### src/design/ils_pkg.sv
`default_nettype none
// ----------------------------------------------------------------------------
// ils_pkg
// Request and status codes shared by the indexed list store.
// ----------------------------------------------------------------------------
package ils_pkg;

    typedef logic [1:0] t_req;
    typedef logic [1:0] t_status;

    localparam t_req REQ_APPEND = 2'd0;
    localparam t_req REQ_INSERT = 2'd1;
    localparam t_req REQ_POP    = 2'd2;

    localparam t_status ST_OK    = 2'd0;
    localparam t_status ST_RANGE = 2'd1;
    localparam t_status ST_FULL  = 2'd2;

endpackage
`default_nettype wire

### src/design/indexed_list_store_top.sv
// An error or an unused request code returns its beat in the cycle after accept.
// Append and insert pass through prime and move states, rippling entries up from index p to the end.
// Pop passes through prime, capture and move states, closing the gap from index i to the end.
// One entry moves per cycle through the store's single write port; one request at a time,
// the next beat is taken the cycle after the result beat leaves.
// Reset clears the entry count and control state; store contents are not cleared.
`default_nettype none
// ----------------------------------------------------------------------------
// indexed_list_store_top
// Bounded ordered list of value handles with append, insert at index and
// pop (last or at index, negative index counts from the end).
// ----------------------------------------------------------------------------
module indexed_list_store_top #(
    parameter int LIST_DEPTH  = 64,
    parameter int VALUE_WIDTH = 32
) (
    input  wire logic             i_clk,
    input  wire logic             i_rst_n,
    input  wire logic             i_valid,
    output logic                  o_ready,
    input  wire ils_pkg::t_req    i_req_type,
    input  wire logic             i_use_index,
    input  wire logic [7:0]       i_position,
    input  wire logic [31:0]      i_item_value,
    output logic                  o_valid,
    input  wire logic             i_ready,
    output ils_pkg::t_status      o_status,
    output logic [31:0]           o_popped_value,
    output logic [6:0]            o_entry_count
);
    import ils_pkg::*;

    localparam int AW = $clog2(LIST_DEPTH);
    localparam int CW = $clog2(LIST_DEPTH + 1);
    localparam int SW = ((CW > 8) ? CW : 8) + 2;

    localparam logic [2:0] S_IDLE  = 3'd0;
    localparam logic [2:0] S_PRIME = 3'd1;
    localparam logic [2:0] S_CAP   = 3'd2;
    localparam logic [2:0] S_MOVE  = 3'd3;
    localparam logic [2:0] S_DONE  = 3'd4;

    logic [2:0]             r_state, n_state;
    logic [CW-1:0]          r_ptr, n_ptr;
    logic [CW-1:0]          r_cnt, n_cnt;
    logic [VALUE_WIDTH-1:0] r_carry, n_carry;
    logic [VALUE_WIDTH-1:0] r_pop, n_pop;
    t_status                r_status, n_status;
    logic                   r_is_pop, n_is_pop;

    logic [VALUE_WIDTH-1:0] r_mem [LIST_DEPTH];
    logic [VALUE_WIDTH-1:0] r_rdata;
    logic                   w_we;
    logic [AW-1:0]          w_waddr, w_raddr;
    logic [VALUE_WIDTH-1:0] w_wdata;

    logic [63:0]            w_val64, w_pop64, w_cnt64;
    logic [SW-1:0]          w_pos_s, w_cnt_s, w_idx_s;
    logic [CW-1:0]          w_ptr_p1, w_ptr_p2;
    logic                   w_full, w_ins_bad, w_pop_bad;

    assign w_val64  = {32'd0, i_item_value};
    assign w_pos_s  = {{(SW-8){i_position[7]}}, i_position};
    assign w_cnt_s  = SW'(r_cnt);
    assign w_full   = (r_cnt == CW'(LIST_DEPTH));
    assign w_ins_bad = i_position[7] || (w_pos_s > w_cnt_s);
    assign w_idx_s  = !i_use_index ? (w_cnt_s - SW'(1)) :
                      (i_position[7] ? (w_pos_s + w_cnt_s) : w_pos_s);
    assign w_pop_bad = (r_cnt == '0) || w_idx_s[SW-1] || (w_idx_s >= w_cnt_s);
    assign w_ptr_p1 = r_ptr + CW'(1);
    assign w_ptr_p2 = r_ptr + CW'(2);

    always_comb begin
        n_state  = r_state;
        n_ptr    = r_ptr;
        n_cnt    = r_cnt;
        n_carry  = r_carry;
        n_pop    = r_pop;
        n_status = r_status;
        n_is_pop = r_is_pop;
        w_we     = 1'b0;
        w_waddr  = r_ptr[AW-1:0];
        w_wdata  = r_carry;
        w_raddr  = r_ptr[AW-1:0];
        case (r_state)
            S_IDLE: begin
                if (i_valid) begin
                    n_pop    = '0;
                    n_status = ST_OK;
                    n_carry  = w_val64[VALUE_WIDTH-1:0];
                    n_state  = S_DONE;
                    case (i_req_type)
                        REQ_APPEND: begin
                            if (w_full) begin
                                n_status = ST_FULL;
                            end else begin
                                n_ptr    = r_cnt;
                                n_is_pop = 1'b0;
                                n_state  = S_PRIME;
                            end
                        end
                        REQ_INSERT: begin
                            if (w_ins_bad) begin
                                n_status = ST_RANGE;
                            end else if (w_full) begin
                                n_status = ST_FULL;
                            end else begin
                                n_ptr    = w_pos_s[CW-1:0];
                                n_is_pop = 1'b0;
                                n_state  = S_PRIME;
                            end
                        end
                        REQ_POP: begin
                            if (w_pop_bad) begin
                                n_status = ST_RANGE;
                            end else begin
                                n_ptr    = w_idx_s[CW-1:0];
                                n_is_pop = 1'b1;
                                n_state  = S_PRIME;
                            end
                        end
                        default: ;
                    endcase
                end
            end
            S_PRIME: begin
                n_state = r_is_pop ? S_CAP : S_MOVE;
            end
            S_CAP: begin
                n_pop   = r_rdata;
                w_raddr = w_ptr_p1[AW-1:0];
                n_state = S_MOVE;
            end
            S_MOVE: begin
                if (r_is_pop) begin
                    // close the gap: entry k takes old entry k+1
                    if (w_ptr_p1 >= r_cnt) begin
                        n_cnt   = r_cnt - CW'(1);
                        n_state = S_DONE;
                    end else begin
                        w_we    = 1'b1;
                        w_wdata = r_rdata;
                        w_raddr = w_ptr_p2[AW-1:0];
                        n_ptr   = w_ptr_p1;
                    end
                end else begin
                    // ripple up: write carried value, carry old entry
                    w_we    = 1'b1;
                    w_wdata = r_carry;
                    n_carry = r_rdata;
                    w_raddr = w_ptr_p1[AW-1:0];
                    n_ptr   = w_ptr_p1;
                    if (r_ptr == r_cnt) begin
                        n_cnt   = r_cnt + CW'(1);
                        n_state = S_DONE;
                    end
                end
            end
            S_DONE: begin
                if (i_ready) begin
                    n_state = S_IDLE;
                end
            end
            default: begin
                n_state = S_IDLE;
            end
        endcase
    end

    always_ff @(posedge i_clk) begin
        if (w_we) begin
            r_mem[w_waddr] <= w_wdata;
        end
        r_rdata <= r_mem[w_raddr];
    end

    always_ff @(posedge i_clk) begin
        if (!i_rst_n) begin
            r_state <= S_IDLE;
            r_cnt   <= '0;
        end else begin
            r_state <= n_state;
            r_cnt   <= n_cnt;
        end
        r_ptr    <= n_ptr;
        r_carry  <= n_carry;
        r_pop    <= n_pop;
        r_status <= n_status;
        r_is_pop <= n_is_pop;
    end

    assign w_pop64 = 64'(r_pop);
    assign w_cnt64 = 64'(r_cnt);

    assign o_ready        = (r_state == S_IDLE);
    assign o_valid        = (r_state == S_DONE);
    assign o_status       = r_status;
    assign o_popped_value = w_pop64[31:0];
    assign o_entry_count  = w_cnt64[6:0];

    a_cnt_bound: assert property (@(posedge i_clk) disable iff (!i_rst_n)
        r_cnt <= CW'(LIST_DEPTH))
        else $error("entry count above depth");

    a_write_in_move: assert property (@(posedge i_clk) disable iff (!i_rst_n)
        w_we |-> (r_state == S_MOVE))
        else $error("store written outside move phase");

    a_full_status: assert property (@(posedge i_clk) disable iff (!i_rst_n)
        (o_valid && r_status == ST_FULL) |-> w_full)
        else $error("full status with room left");

    a_fail_no_pop: assert property (@(posedge i_clk) disable iff (!i_rst_n)
        (o_valid && r_status != ST_OK) |-> (r_pop == '0))
        else $error("failed request returned a value");

    a_cnt_hold: assert property (@(posedge i_clk) disable iff (!i_rst_n)
        (r_state == S_IDLE && !i_valid) |=> $stable(r_cnt))
        else $error("entry count changed while idle");

endmodule
`default_nettype wire

### config.mk
export PLATFORM = sky130hd
export DESIGN_NAME = indexed_list_store_top
export DESIGN_NICKNAME = d
export VERILOG_FILES = /design/src/design/ils_pkg.sv /design/src/design/indexed_list_store_top.sv
export SDC_FILE = /design/constraint.sdc
export NUM_CORES = 2
export LEC_CHECK = 0
export BUFFER_PORTS_ARGS = -buffer_cell sky130_fd_sc_hd__buf_2
export CAP_MARGIN = 20
export CORE_AREA = 3 3 367 731
export CTS_CLUSTER_SIZE = 40
export DETAILED_ROUTE_END_ITERATION = 12
export DIE_AREA = 0 0 370 734
export PLACE_DENSITY_LB_ADDON = 0.08
export SLEW_MARGIN = 10
export SYNTH_ARGS = -nofsm -noshare
export SYNTH_HDL_FRONTEND = slang
export SYNTH_SLANG_ARGS = --single-unit
export TNS_END_PERCENT = 5
### constraint.sdc
create_clock -name i_clk -period 4.5 [get_ports i_clk]
set_input_delay 0.675 -clock i_clk [delete_from_list [all_inputs] [get_ports i_clk]]
set_output_delay 0.675 -clock i_clk [all_outputs]
set_load 0.1 [all_outputs]
Yosys cells after proc, flatten, opt, wreduce, memory -nomap -nowiden

Memories as Yosys holds them, arrays and structs flattened. A register that Yosys moved wholly into a read port is not among the register bits.
Cells that the tools add are included.

Bits in registers: 84
RAM bits: 2048
Input port bits: 47
Output and inout port bits: 43
Logic and storage cells: 105
Memories: 1

$add $sub $neg: 6
Order comparisons: 3
Equal/unequal tests: 22
Muxes and demuxes: 49
Reduce and logical (&&, ||, !) cells: 17

Memory list:

| memory | words | bits a word | read ports | clocked after Yosys merged registers in | write ports | RTL line                     | source |
|---|---|---|---|---|---|---|---|
| r_mem  | 64    | 32          | 1          | 1                                       | 1           | indexed_list_store_top.sv:51 | `logic [VALUE_WIDTH-1:0] r_mem [LIST_DEPTH];` |

Operator list:

| kind                | count |
|---|---|
| $mux 32             | 6 |
| $pmux 32 s2         | 2 |
| $mux 7              | 10 |
| $mux 3              | 8 |
| $ne 3x3->1 const B  | 7 |
| $pmux 7 s3          | 1 |
| $mux 10             | 2 |
| $pmux 3 s5          | 1 |
| $add 7x1->7 const B | 2 |
| $pmux 7 s2          | 1 |
| $mux 6              | 2 |
| $pmux 6 s2          | 1 |
| $ge 10x7->1         | 1 |
| $gt 10x7->1         | 1 |
| $mux 1              | 10 |
| $add 8x8->9         | 1 |
| $pmux 3 s3          | 1 |
| $ne 2x2->1 const B  | 4 |
| $reduce_and 8->1    | 1 |
| $sub 7x1->8 const B | 1 |
| $eq 7x7->1          | 1 |
| $eq 7x7->1 const B  | 1 |
| $ge 7x7->1          | 1 |
| $logic_not 7->1     | 1 |
| 21 further kinds    | 30 |

Depth between registers and ports, before layout

Depth after elaboration: 9
Mapped depth: 18
Gate-level depth less buffers: 16

Least setup slack after synthesis

OpenSTA, ideal clock, no wires.

Kind: register -> register
Start: register r_cnt[6] (netlist: o_entry_count[6])
End: memory r_mem[52][0] (enable)
Setup time: 0.421 ns
Data arrival time: 4.579 ns
Data required time: 4.079 ns
Path slack: -0.500 ns
Cell stages (with the launch flop): 11
Buffers on the path: 1
Clock period less this slack: 5.000 ns
Path through: dfxtp_1 > clkbuf_1 > inv_1 > ha_1 > and4_4 > a211oi_2 > o21ai_1 > a21oi_1 > nor2b_1 > nand2_1 > nor2_1

Word-level cells in the longest chain between the ends: 6

Ends and longest elaborated chain:

| what                         | RTL line                      | source |
|---|---|---|
| start, declared              | indexed_list_store_top.sv:45  | `logic [CW-1:0] r_cnt, n_cnt;` |
| start signal, assigned       | indexed_list_store_top.sv:183 | `r_cnt <= n_cnt;` |
| $ge 7x7->1                   | indexed_list_store_top.sv:137 | `if (w_ptr_p1 >= r_cnt) begin` |
| $mux 1                       | indexed_list_store_top.sv:137 |  |
| $mux 1                       | indexed_list_store_top.sv:135 | `if (r_is_pop) begin` |
| $mux 1                       | indexed_list_store_top.sv:85  | `case (r_state)` |
| $mux 1                       | indexed_list_store_top.sv:171 | `if (w_we) begin` |
| $mux 1 (not written as such) | indexed_list_store_top.sv:172 | `r_mem[w_waddr] <= w_wdata;` |
| end, declared                | indexed_list_store_top.sv:51  |  |

Every way passes these cells.

Worst setup path in the final report

Start: register r_ptr[1]
End: register r_rdata[29], read port of r_mem

Word-level cells in the longest chain between the ends: 5
Elaborated cells on any way between the ends: 6
Classes of those cells: add/sub (2); order compare (1); mux (3)

Ends and longest elaborated chain:

| what                   | RTL line                      | source |
|---|---|---|
| start, declared        | indexed_list_store_top.sv:44  | `logic [CW-1:0] r_ptr, n_ptr;` |
| start signal, assigned | indexed_list_store_top.sv:185 | `r_ptr <= n_ptr;` |
| $add 7x1->7            | indexed_list_store_top.sv:70  | `assign w_ptr_p1 = r_ptr + CW'(1);` |
| $ge 7x7->1             | indexed_list_store_top.sv:137 |  |
| $mux 6                 | indexed_list_store_top.sv:137 |  |
| $mux 6                 | indexed_list_store_top.sv:135 |  |
| $pmux 6 s2 (*)         | indexed_list_store_top.sv:85  |  |
| end, declared          | indexed_list_store_top.sv:52  | `logic [VALUE_WIDTH-1:0] r_rdata;` |

Every way passes the cells marked *; elsewhere a longest branch is shown, timed or not.
A chain may end at the register's enable or synchronous reset.

==> reports/results.txt <==
status: finished clean
Routed Antenna Nets: 0
Synth-to-Final Area Change: 20.91%
filler instances: 24250
Clock H-tree levels: 4
clk buf depth: 4
synthesized cell area: 0.08398 mm^2
multi-input combinational cell area: 0.01926 mm^2
Post-Synthesis Net Count: 4535
setup_tns: 0 ps
final setup vio count: 0
Arr. time, crit path: 5140 ps
Root Driver: clkbuf_16
Sequential Area: 0.06456 mm^2
pre-CTS WS: -574.1 ps
initial antenna violation count: 38
Synth Instances: 4443
drt via density: 5.071
PortBufs: 89
clock transition at the registers of the reported paths: 70 ps
Final period util: 0.9823
slowest cell delay on critical path: 520 ps
fraction of registers with async set/reset: 0
CP startpoint kind: flip-flop
crit end category: flip-flop
skew final: 57.28 ps
critical-path cell list: ha_2 > nand2_1 > nor2_2 > xor2_2 > ha_1 > a21o_1 > a211oi_2 > buf_4 > o21ai_2 > buf_4 > a211o_4 > buf_6 > nand4_1 > buf_12 > buf_4 > o22ai_1 > or4_4 > nor4_4
number of synthesized register bits: 2164
critical path required time: 5220 ps
Power Dens Cells: 466.1 mW/mm^2
Leak: 0.03293 uW
# Max-Cap Violations: 0
Period minus WS final: 4421 ps
first-pass GRT wire length: 400400 um
clk_lat worst skew: 870 ps
Unique masters post-synth: 74
initial core utilization: 0.3194
Peak supply drop: 0.3124 mV
layout cells sized above 1: 0.2945
DR pass1 iterations: 5
main flop type after synthesis: edfxtp_1
CP dominant cell by count: buf_4
total grt overflow: 0
critical path's slowest cell: or4_4
Critical path buffers and inverters: 5
cell taking the most area after synthesis: edfxtp_1
I/O pin count: 90
# DRC: 0
Slew Viols, Final: 0
die width: 370 um
actual transition at the worst max-transition pin: 1125 ps
die height: 734 um
Hold Path Class: input port to flip-flop
core area: 0.2629 mm^2
hpwl dp: 192400 um
final worst slack: 79.43 ps
Global Route Usage Sum: 0.2138
Inserted Clock Buffers: 201
TritonCTS clock tree: done
delay-heaviest family, CP: simple AND/OR/NAND/NOR gates
largest net degree at the start of global routing: 80
Worst slew margin: 0.2499
full die area: 0.2716 mm^2
Crit Path Max Fanout: 15
nets@finish: 5132
Ys Warns: 0
GP Congestion: 0.8390
Synth area leaders: edfxtp_1 76%, mux4_2 12%, nand2_1 2.4%
Post-synth EDFFs: 2122
TritonCTS Sinks: 2164
DR iter-0 viols: 3668
hold slack final: 66.57 ps
f_max: 0.2262 GHz
Yosys top cell area share: 0.7587
Setup CP Type: flip-flop to flip-flop
Rows: 266
Avg Inst Size Synth: 18.90 um^2
via count: 44820
Seq/Total Area, Yosys: 0.7687
drt total wl: 293400 um
number of global-route vias before repair: 47380
per-cell routed wire length: 33.20 um
endpoints failing hold: 0
[what timing repair did]
item,in CTS,in global routing
gates cloned,0,3
pin swaps,1,9
setup endpoints to repair,18,31
hold buffers,0,0
buffers inserted,0,26
gates resized for setup,31,31
[synth_stat cells, types with 4 or more instances]
master    instances
a31oi_1           5
mux2_2           33
a211oi_1         12
and4_1           31
ha_1             43
mux4_2          439
nand2b_1          7
a22oi_1           9
nor3_1           43
nor4_1           64
nand3_1          19
a21o_1            9
inv_1            27
o211ai_1          9
nand4_1          10
o21a_1            7
buf_1             8
or3_1             8
dfxtp_1          42
xor2_1            9
buf_4             8
o21ai_0          63
o22ai_1         158
nand2_1         532
buf_2           122
edfxtp_1       2122
o21ai_1           4
a21oi_1          27
nor2_1          335
nor2b_1          10
clkbuf_1         99
xnor2_1          18
and2_1           10
mux2i_1           6
and3_1           35
[path summary, 6_finish.rpt]
kind	cells past startpoint	from	endpoint	slack, ps
hold / removal	3	i_item_value[18]	r_carry[18]$_DFFE_PP_	70
setup reg to reg	18	r_ptr[1]$_DFFE_PP_	r_rdata[29]$_DFF_P_	80
setup / recovery	18	r_ptr[1]$_DFFE_PP_	r_rdata[29]$_DFF_P_	80
hold reg to reg	2	r_rdata[19]$_DFF_P_	r_carry[19]$_DFFE_PP_	530
[per-stage QoR]
stage,utilization,instances,cell area (um^2),power [uW]
after detailed placement,0.3592,8293,94450,31340
after global routing,0.3861,8831,101500,48920
after global placement,0.3590,8287,94380,31300
after floorplan,-,4443,83980,27240
after CTS,0.3830,8652,100700,47890
final,0.3862,8838,101500,47320
[tightest hold or removal path, delay by kind of cell]
kind | cells | cell delay [ps]
and+or+nand+nor | 2 | 90
buffers and inverters | 1 | 70
[routing by layer]
metal  vias up  GRT usage  part of all wire
met4         2    0.09664             0.050
met3       361    0.01831             0.033
met2       999     0.4035              0.55
met5         -          0          0.000044
met1     24330     0.2421              0.36
li1      19130          -                 -
[cell usage in the layout (no fill, tap or decap), drive strengths merged, types with 65 or more instances in the layout]
cell type | netlist | layout
edfxtp | 2122 | 2122
buf | 140 | 630
nand2 | 533 | 533
mux4 | 439 | 439
nor2 | 336 | 336
clkbuf | 99 | 256
diode | 0 | 158
o22ai | 158 | 158
clkinv | 1 | 91
o21ai | 67 | 67
nor4 | 65 | 65
[kinds of logic (layout without fill, tap and decap cells)]
group	after synthesis	after routing	synth area share
multiplexers	478	478	0.1229
AO/OA/AOI/OAI	341	341	0.02638
XOR/XNOR	27	27	0.002816
adder cells (fa/ha/maj)	45	45	0.006883
flip-flops	2164	2164	0.7687
other	0	158	0
buffers and inverters	267	1020	0.01429
AND/OR/NAND/NOR	1121	1121	0.05803
[where the power goes]
part	internal (uW)	switching [uW]	total, uW
logic	2850	4650	7490
clock network	8890	7560	16400
registers	22800	576	23400
total	34500	12800	47300
[cell type report]
cell class	instances	area share
Inverter	28	0.001035
Timing Repair Buffer	633	0.06677
Clock buffer	253	0.05298
Sequential cell	2164	0.6358
Tap cell	3484	0.04293
Multi-Input combinational cell	2012	0.1897
Clock inverter	106	0.006913
Antenna cell	158	0.003894
[state kept, by name, summed over array words and instances (netlist names)]
signal	flops
o_popped_value	32
r_state	3
r_rdata	32
r_is_pop	1
r_mem	2048
o_entry_count	7
r_ptr	7
r_carry	32
o_status	2
(Power assumes the default switching activity.)
